<file path="src/rtl/sfrx_pkg.sv">
// Package for the sync frame receiver with XOR check.
// Holds frame constants, status codes and the result struct.
// Used by sfrx_fsm, sync_frame_receiver_xor_check_unit and the testbench; no dependencies.
package sfrx_pkg;

    localparam logic [7:0] SYNC_BYTE        = 8'hAA;
    localparam logic [7:0] CMD_LOW          = 8'h30;
    localparam logic [7:0] CMD_HIGH         = 8'h44;
    localparam logic [7:0] MAX_LENGTH_RESET = 8'd16;
    localparam logic [7:0] MIN_LENGTH       = 8'd2;

    typedef enum logic [2:0] {
        ST_BUSY      = 3'd0,
        ST_OK        = 3'd1,
        ST_CHECK_ERR = 3'd2,
        ST_BAD_LEN   = 3'd3,
        ST_RESYNC    = 3'd4
    } t_status;

    // One result beat
    typedef struct packed {
        logic [7:0] length_byte;
        logic [7:0] reply_id;
        logic [7:0] command_id;
        logic [7:0] seq_byte;
        t_status    status;
    } t_result;

endpackage

</file>
<file path="src/rtl/sync_frame_receiver_xor_check_unit.sv">
// Top level of the sync frame receiver with XOR check.
// Holds the max_length register and the result register; depends on sfrx_pkg, sfrx_fsm.
//
//   channel   | direction | beat content
//   ----------+-----------+----------------------------------------------------
//   s_axis    | in        | tdata[7:0] rx_byte
//   m_axis    | out       | tdata: seq_byte, command_id, reply_id, length_byte;
//             |           | tuser[2:0] status
//   cfg       | in        | i_cfg_wdata[7:0] max_length, written on i_cfg_we
//
// One byte in gives one result beat out, registered and shown in the next cycle; a byte can be taken
// every cycle, bounded only by the single result register.
// s_axis_tready is high while the result register is empty or being drained,
// so a stall on m_axis holds the pending result and blocks new bytes.
// Synchronous active-low reset clears the frame state, empties the result
// register and loads max_length with 16.
module sync_frame_receiver_xor_check_unit (
    input  logic        i_clk,
    input  logic        i_rst_n,

    input  logic        s_axis_tvalid,
    output logic        s_axis_tready,
    input  logic [7:0]  s_axis_tdata,   // [7:0] rx_byte

    output logic        m_axis_tvalid,
    input  logic        m_axis_tready,
    output logic [31:0] m_axis_tdata,   // [7:0] seq_byte, [15:8] command_id,
                                        // [23:16] reply_id, [31:24] length_byte
    output logic [2:0]  m_axis_tuser,   // [2:0] status

    input  logic        i_cfg_we,
    input  logic [7:0]  i_cfg_wdata     // [7:0] max_length
);

    logic               s_beat;
    logic               r_out_valid;
    sfrx_pkg::t_result  r_out;
    sfrx_pkg::t_result  n_out;
    logic [7:0]         r_max_length;

    // accept while the result slot is free or draining this cycle
    assign s_axis_tready = !r_out_valid || m_axis_tready;
    assign s_beat        = s_axis_tvalid && s_axis_tready;

    always_ff @(posedge i_clk) begin
        if (!i_rst_n) begin
            r_max_length <= sfrx_pkg::MAX_LENGTH_RESET;
        end else if (i_cfg_we) begin
            r_max_length <= i_cfg_wdata;
        end
    end

    sfrx_fsm u_fsm (
        .i_clk        (i_clk),
        .i_rst_n      (i_rst_n),
        .i_step       (s_beat),
        .i_byte       (s_axis_tdata),
        .i_max_length (r_max_length),
        .o_result     (n_out)
    );

    // result register: load on every accepted byte, drop valid once taken
    always_ff @(posedge i_clk) begin
        if (!i_rst_n) begin
            r_out_valid <= 1'b0;
        end else if (s_beat) begin
            r_out_valid <= 1'b1;
        end else if (m_axis_tready) begin
            r_out_valid <= 1'b0;
        end
    end

    always_ff @(posedge i_clk) begin
        if (s_beat) begin
            r_out <= n_out;
        end
    end

    assign m_axis_tvalid = r_out_valid;
    assign m_axis_tdata  = {r_out.length_byte, r_out.reply_id,
                            r_out.command_id, r_out.seq_byte};
    assign m_axis_tuser  = r_out.status;

    a_reply_follows_cmd: assert property (@(posedge i_clk) disable iff (!i_rst_n)
        r_out_valid && r_out.status == sfrx_pkg::ST_OK
        && r_out.command_id >= sfrx_pkg::CMD_LOW
        && r_out.command_id <= sfrx_pkg::CMD_HIGH && !r_out.command_id[0]
        |-> r_out.reply_id == r_out.command_id + 8'd1)
        else $error("good frame with reply command did not set reply id");

    a_no_overwrite: assert property (@(posedge i_clk) disable iff (!i_rst_n)
        r_out_valid && !m_axis_tready |=> r_out_valid && $stable(r_out))
        else $error("pending result overwritten or dropped");

    a_short_len_status: assert property (@(posedge i_clk) disable iff (!i_rst_n)
        r_out_valid && r_out.status == sfrx_pkg::ST_OK
        |-> r_out.length_byte >= sfrx_pkg::MIN_LENGTH)
        else $error("good frame reported with short length");

endmodule

</file>
<file path="src/rtl/sfrx_fsm.sv">
// Frame tracking state machine: phase, counters, running XOR and stored fields.
// Advances once per accepted byte and presents the result of that byte.
// Depends on sfrx_pkg.
module sfrx_fsm (
    input  logic               i_clk,
    input  logic               i_rst_n,
    input  logic               i_step,
    input  logic [7:0]         i_byte,
    input  logic [7:0]         i_max_length,
    output sfrx_pkg::t_result  o_result
);

    typedef enum logic [2:0] {
        PH_SYNC  = 3'd0,
        PH_SEQ   = 3'd1,
        PH_LEN   = 3'd2,
        PH_BODY  = 3'd3,
        PH_CHECK = 3'd4
    } t_phase;

    t_phase      r_phase, n_phase;
    logic [7:0]  r_len, n_len;
    logic [7:0]  r_cnt, n_cnt;
    logic [7:0]  r_xor, n_xor;
    logic [7:0]  r_seq, n_seq;
    logic [7:0]  r_cmd, n_cmd;
    logic [7:0]  r_reply, n_reply;
    sfrx_pkg::t_status n_status;
    logic [8:0]  cnt_inc;

    assign cnt_inc = {1'b0, r_cnt} + 9'd1;

    always_comb begin
        n_phase  = r_phase;
        n_len    = r_len;
        n_cnt    = r_cnt;
        n_xor    = r_xor;
        n_seq    = r_seq;
        n_cmd    = r_cmd;
        n_reply  = r_reply;
        n_status = sfrx_pkg::ST_BUSY;
        unique case (r_phase)
            PH_SEQ: begin
                if (i_byte == sfrx_pkg::SYNC_BYTE) begin
                    n_status = sfrx_pkg::ST_RESYNC;
                    n_phase  = PH_SYNC;
                    n_cnt    = '0;
                    n_xor    = '0;
                end else begin
                    n_seq   = i_byte;
                    n_xor   = r_xor ^ i_byte;
                    n_phase = PH_LEN;
                end
            end
            PH_LEN: begin
                n_len = i_byte;
                if (i_byte < sfrx_pkg::MIN_LENGTH) begin
                    n_status = sfrx_pkg::ST_BAD_LEN;
                    n_phase  = PH_SYNC;
                    n_cnt    = '0;
                    n_xor    = '0;
                end else begin
                    n_xor   = r_xor ^ i_byte;
                    n_cnt   = '0;
                    n_phase = PH_BODY;
                end
            end
            PH_BODY: begin
                if (r_len > i_max_length) begin
                    n_status = sfrx_pkg::ST_BAD_LEN;
                    n_phase  = PH_SYNC;
                    n_cnt    = '0;
                    n_xor    = '0;
                end else begin
                    if (r_cnt == 8'd0) begin
                        n_cmd = i_byte;
                    end
                    n_xor = r_xor ^ i_byte;
                    n_cnt = cnt_inc[7:0];
                    // length counts the check byte, so the body holds length-1 bytes
                    if ((cnt_inc + 9'd1) >= {1'b0, r_len}) begin
                        n_phase = PH_CHECK;
                    end
                end
            end
            PH_CHECK: begin
                if (r_xor == i_byte) begin
                    n_status = sfrx_pkg::ST_OK;
                    // even command ids in range get reply id plus one
                    if (r_cmd >= sfrx_pkg::CMD_LOW && r_cmd <= sfrx_pkg::CMD_HIGH
                        && !r_cmd[0]) begin
                        n_reply = r_cmd + 8'd1;
                    end
                end else begin
                    n_status = sfrx_pkg::ST_CHECK_ERR;
                end
                n_phase = PH_SYNC;
                n_cnt   = '0;
                n_xor   = '0;
            end
            default: begin
                n_phase = PH_SYNC;
                n_cnt   = '0;
                n_xor   = '0;
                if (i_byte == sfrx_pkg::SYNC_BYTE) begin
                    n_xor   = sfrx_pkg::SYNC_BYTE;
                    n_phase = PH_SEQ;
                end
            end
        endcase
    end

    always_ff @(posedge i_clk) begin
        if (!i_rst_n) begin
            r_phase <= PH_SYNC;
            r_len   <= '0;
            r_cnt   <= '0;
            r_xor   <= '0;
            r_seq   <= '0;
            r_cmd   <= '0;
            r_reply <= '0;
        end else if (i_step) begin
            r_phase <= n_phase;
            r_len   <= n_len;
            r_cnt   <= n_cnt;
            r_xor   <= n_xor;
            r_seq   <= n_seq;
            r_cmd   <= n_cmd;
            r_reply <= n_reply;
        end
    end

    assign o_result.status      = n_status;
    assign o_result.seq_byte    = n_seq;
    assign o_result.command_id  = n_cmd;
    assign o_result.reply_id    = n_reply;
    assign o_result.length_byte = n_len;

    a_idle_xor_clear: assert property (@(posedge i_clk) disable iff (!i_rst_n)
        r_phase == PH_SYNC |-> r_xor == 8'd0)
        else $error("running XOR not clear while waiting for sync");

    a_body_len_min: assert property (@(posedge i_clk) disable iff (!i_rst_n)
        r_phase == PH_BODY || r_phase == PH_CHECK |-> r_len >= sfrx_pkg::MIN_LENGTH)
        else $error("body phase entered with short length");

    a_outcome_resyncs: assert property (@(posedge i_clk) disable iff (!i_rst_n)
        i_step && n_status != sfrx_pkg::ST_BUSY |=> r_phase == PH_SYNC)
        else $error("frame outcome did not return to sync search");

endmodule

</file>
<file path="config.mk">
export PLATFORM = sky130hd
export DESIGN_NAME = sync_frame_receiver_xor_check_unit
export DESIGN_NICKNAME = d
export VERILOG_FILES = /design/src/rtl/sfrx_pkg.sv /design/src/rtl/sync_frame_receiver_xor_check_unit.sv /design/src/rtl/sfrx_fsm.sv
export SDC_FILE = /design/constraint.sdc
export NUM_CORES = 1
export LEC_CHECK = 0
export BUFFER_PORTS_ARGS = -buffer_cell sky130_fd_sc_hd__clkbuf_2
export CAP_MARGIN = 20
export CORE_UTILIZATION = 61
export DETAILED_ROUTE_END_ITERATION = 8
export PLACE_DENSITY = 0.83
export REMOVE_ABC_BUFFERS = 1
export SETUP_SLACK_MARGIN = 0.02
export SYNTH_ARGS = -nofsm -noshare
export SYNTH_HDL_FRONTEND = slang
export SYNTH_SLANG_ARGS = --single-unit
</file>
<file path="constraint.sdc">
create_clock -name i_clk -period 7.8 [get_ports i_clk]
set_clock_uncertainty 0.15 [all_clocks]
set_input_delay 1.56 -clock i_clk [delete_from_list [all_inputs] [get_ports i_clk]]
set_output_delay 1.56 -clock i_clk [all_outputs]
set_load 0.02 [all_outputs]
</file>
== Word level (Yosys, flattened, before mapping) ==
Index checks and enable logic that the tools add are counted.
W data, S select, Z words.
Word-level totals
  bits in registers: 95
  bits of input ports: 21
  output and inout port bits: 37
Cells by class
  muxes and demuxes: 30
  bitwise logic cells: 1
  add/sub/neg operators: 3
  reduce and logical (&&, ||, !) cells: 10
  equality and inequality tests: 8
  order comparisons: 5
Operator list (count)
  $mux W8: 15
  $pmux W8 S4: 1
  $pmux W3 S4: 2
  $pmux W8 S2: 1
  $mux W2: 5
  $add A8 B1 Y9 const B: 1
  $add A9 B1 Y9 const B: 1
  $ge A9 B8 Y1: 1
  $mux W3: 3
  $add A8 B1 Y8 const B: 1
  $eq A8 B8 Y1: 1
  $eq A8 B8 Y1 const B: 1
  $ge A8 B6 Y1 const B: 1
  $gt A8 B8 Y1: 1
  $le A8 B7 Y1 const B: 1
  $logic_not A8 Y1: 1
  $lt A8 B2 Y1 const B: 1
  $xor A8 B8 Y8: 1
  $eq A3 B2 Y1 const B: 2
  $reduce_and A2 Y1: 2
  $eq A3 B1 Y1 const B: 1
  $eq A3 B3 Y1 const B: 1
  $logic_and A1 B1 Y1: 3
  $mux W1: 3
  other kinds (5): 6

== Logic depth before layout (Yosys ltp) ==
  depth after elaboration: 6
  gate-level depth with buffers: 14
  depth with buffers taken out: 13

== Cells and area by module ==
A second synthesis with hierarchy kept.
Unflattened totals
  cells, all modules: 513
  area, all modules: 4947.2 um^2
Modules (own cells, without submodules)
  sfrx_fsm: sequential area each 1021.0 um^2, area each 3553.4 um^2, times used 1, cells each 448
  sync_frame_receiver_xor_check_unit: sequential area each 1231.2 um^2, area each 1393.8 um^2, times used 1, cells each 65

== Least setup slack after synthesis ==
OpenSTA, ideal clock, no wires.
  kind: input port to flip-flop
  start: in m_axis_tready
  end: reg r_out, in the netlist m_axis_tdata[0] (enable)
  path slack: 3.714 ns
  stages: 5
  arrival time: 3.523 ns
  required time: 7.237 ns
  library setup time: 0.413 ns
  cells stage by stage: nand2b_1 -> nand2_1 -> buf_1 -> inv_1 -> clkbuf_1
Between the ends
  word-level cells in the longest chain between the ends: 2
RTL lines
  from (decl): RTL line sync_frame_receiver_xor_check_unit.sv:26  | input logic m_axis_tready,
  $logic_or A1 B1 Y1: RTL line sync_frame_receiver_xor_check_unit.sv:42  | assign s_axis_tready = !r_out_valid || m_axis_tready;
  $logic_and A1 B1 Y1: RTL line sync_frame_receiver_xor_check_unit.sv:43  | assign s_beat = s_axis_tvalid && s_axis_tready;
  net s_beat: RTL line sync_frame_receiver_xor_check_unit.sv:35  | logic s_beat;
  to (signal assigned): RTL line sync_frame_receiver_xor_check_unit.sv:75  | r_out <= n_out;
  to (decl): RTL line sync_frame_receiver_xor_check_unit.sv:37  | sfrx_pkg::t_result r_out;
The timed path passes the listed nets, and every way through them passes these cells.
A chain may end at the register's enable or synchronous reset.

== Final worst setup path ==
  start: in m_axis_tready
  end: reg u_fsm.r_xor[5]
Between the ends
  word-level cells in the longest chain between the ends: 2
RTL lines
  $logic_or A1 B1 Y1: RTL line sync_frame_receiver_xor_check_unit.sv:42
  $logic_and A1 B1 Y1: RTL line sync_frame_receiver_xor_check_unit.sv:43
  to (signal assigned): RTL line sfrx_fsm.sv:126  | r_xor <= n_xor;
  to (decl): RTL line sfrx_fsm.sv:24  | logic [7:0] r_xor, n_xor;
Every way passes these cells.

==> impl_metrics.ini <==
[grt]
grt_start_max_net_pins = 59
antenna_found_initial = 0
grt_busiest_layer = met2
overflow = 0
track_usage_pct = 27.19
first_global_vias = 3709
use_met2_pct = 42.79
met3_usage_pct = 4.523
met1_usage_pct = 36.41
grt_pass1_wl_um = 17800

[placed_design]
portBuffers = 57
gp_congestion = 0.8449
dpl.hpwl_um = 7459

[worst_setup_path]
cp.arrival_ps = 4020
setup.worst_path.start_class = primary input
end_kind = flip-flop
critPathRequiredTime_ps = 7900
worstPathCellList = clkbuf_2 -> nand2b_1 -> nand2_1 -> inv_2 -> buf_12 -> o21ai_0 -> o21a_1 -> o21ai_0 -> a21oi_1
rr_worst_depth = 12
slowest_stage = nand2_1
crit_top_cell = o21ai_0
crit_type = primary input to flip-flop
crit_path_max_incr_delay_ps = 640
crit_fanout = 43

[hold_path]
worstHoldPathCells = 2
min-delay-path-class = flip-flop to flip-flop

[floorplan]
die-width_um = 91.46
rows = 32
core-area_mm2 = 0.007727
ioPinCount = 58
initial_utilization_pct = 63.18
die_h_um = 91.46
die_area_mm2 = 0.008365

[yosys]
synth.most_common_cell = dfxtp_1
synthMuxAreaShare_pct = 7.176
yosysSeqAreaShare_pct = 46.13
synth-simple-area-share_pct = 19.91
synth_top_area_share_pct = 24.60
async_flop_share_pct = 0
synthAdderAreaFrac_pct = 5.382
synthFlopType = dfxtp_1
postSynthCellCount = 509
ys_top_cells_by_count = 60 x dfxtp_1, 50 x nand2_1, 48 x nor2_1, 35 x edfxtp_1, 34 x o21ai_0
synth_compound_area_share_pct = 13.15
yosysWarnings = 0
avgSynthCellArea_um2 = 9.592
synthTopCellsByArea = dfxtp_1 25%, edfxtp_1 22%, ha_1 5.4%, nand2_1 3.8%, mux2_2 3.7%
synth_area_leader_cell = dfxtp_1
synth_edf_count = 35
synthDistinctLibCells = 54
synth_xor_area_share_pct = 3.742
synth_top_family_by_area = simple AND/OR/NAND/NOR gates
synth_seq_cells = 95
synth_area_mm2 = 0.004882

[sta]
setup_viol_count_final = 0
whs_ps = 294.4
rsz0062_at_grt = no
hold_viol_final = 0
drv_slew = 0
tightest_slew_ps = 1040
slew_headroom_pct = 30.51
post-route-period-util_pct = 50.34
finalCriticalPeriod_ps = 3926
tns_ps = 0
fmax_mhz = 254.7

[drt]
ant_nets = 0
drt_iter0_markers = 277
routed_wl_um = 10760
wl_per_cell_um = 16.38
via_count = 3958
avgViaCountPerCell = 6.024
drc_errors = 0
first_pass_iters = 4

[layout]
area.growth.synth_to_final_pct = 10.05
fillers = 589
final-seq-area_mm2 = 0.002252
n_antenna_cell = 0
nNetsFinal = 592
multi_input_area_mm2 = 0.002410
layout-drive-gt1-share_pct = 19.10

[status]
outcome = finished, final reports clean

[clock_network]
numCtsBuffers = 9
htreeDepth = 3
post_cts_buffers = 0
cts-root-buf = clkbuf_8
cts_hold_buf = 0
cts_max_path_buffers = 2
clock_sinks = 95
clk_pin_slew_ps = 100
cts_resized = 0
insertion_delay_ps = 380
cts_tree = yes

[pwr]
cellPowerDensity_mw_per_mm2 = 185.6
peakVddDrop_mv = 0.1087
p_leak_nw = 2.140

[run]
drv_cap = 0
[cell type report]
| type | instances | share of cell area [%] |
|---|---|---|
| clock buffers | 10 | 2.375 |
| clock inverters | 6 | 0.8384 |
| inverters | 24 | 1.677 |
| multi-input cells | 360 | 44.85 |
| flip-flops and latches | 95 | 41.92 |
| well taps | 102 | 2.375 |
| repair buffers | 60 | 5.962 |
[cell usage in the layout (no fill, tap or decap), types with 3 or more instances in the layout]
| master | count |
|---|---|
| dfxtp_1 | 60 |
| and3_1 | 4 |
| nor2_1 | 48 |
| mux2i_1 | 17 |
| inv_1 | 22 |
| nand3_1 | 14 |
| nor2b_1 | 11 |
| a22o_1 | 4 |
| o21a_1 | 5 |
| o31ai_1 | 5 |
| nor4_4 | 4 |
| xnor2_1 | 8 |
| nor3_1 | 11 |
| edfxtp_1 | 35 |
| nand3b_1 | 3 |
| and2_1 | 3 |
| or3_1 | 4 |
| xor2_1 | 11 |
| nor4_1 | 3 |
| a211oi_1 | 9 |
| or2_2 | 3 |
| ha_1 | 21 |
| o22ai_1 | 6 |
| clkbuf_8 | 9 |
| clkbuf_2 | 57 |
| o21ai_0 | 34 |
| o211ai_1 | 4 |
| nand2_1 | 50 |
| nand4_1 | 14 |
| mux2_2 | 16 |
| a21oi_1 | 23 |
[logic make-up after synthesis]
group                    count (synthesis)
adder cells (fa/ha/maj)                 21
AO/OA/AOI/OAI                          103
multiplexers                            33
flip-flops                              95
AND/OR/NAND/NOR                        183
XOR/XNOR                                20
buffers and inverters                   54
[layer usage]
layer	up-vias	wire, µm
met4	0	225
met2	153	5126
met5	-	0
met1	1882	4727
met3	18	683
li1	1905	-
[power breakdown]
part / leakage [nW] / switching, W / internal, W
clock network: 0.0809 / 0.000179 / 0.000118
logic: 1.22 / 0.0000972 / 0.0000505
registers: 0.843 / 0.0000125 / 0.000540
total: 2.14 / 0.000288 / 0.000709
[registers in the layout, indices dropped and copies added (netlist names)]
signal,flops
u_fsm.r_cmd,8
u_fsm.r_cnt,8
u_fsm.r_seq,8
u_fsm.r_reply,8
u_fsm.r_len,8
m_axis_tdata,32
m_axis_tvalid,1
u_fsm.r_phase,3
u_fsm.r_xor,8
m_axis_tuser,3
r_max_length,8
[worst paths after layout]
path                                         end             start  slack [ps]
worst max-delay path              u_fsm.r_xor[5]     m_axis_tready        3870
worst min-delay path            u_fsm.r_reply[7]  u_fsm.r_reply[7]         290
worst max register to register  u_fsm.r_phase[0]    u_fsm.r_cnt[0]        4230
worst min register to register  u_fsm.r_reply[7]  u_fsm.r_reply[7]         290
[per-stage QoR]
step	util [%]	std cells	instance area (µm²)	setup WS [ps]	power, W
floorplan	-	479	4752	3149	0.0006593
global placement	67.03	640	5180	3215	0.0007033
detailed placement	67.03	640	5180	3056	0.0007092
CTS	69.27	656	5353	3432	0.0009969
global route	69.53	657	5373	3608	0.001035
finish	69.53	657	5373	3874	0.0009972
[critical path: cells and delay by family]
| family | cells | cell delay (ps) |
|---|---|---|
| compound gates | 4 | 680 |
| simple gates | 2 | 840 |
| buf+inv | 3 | 930 |
No activity file was read; power rests on OpenSTA's default activity.
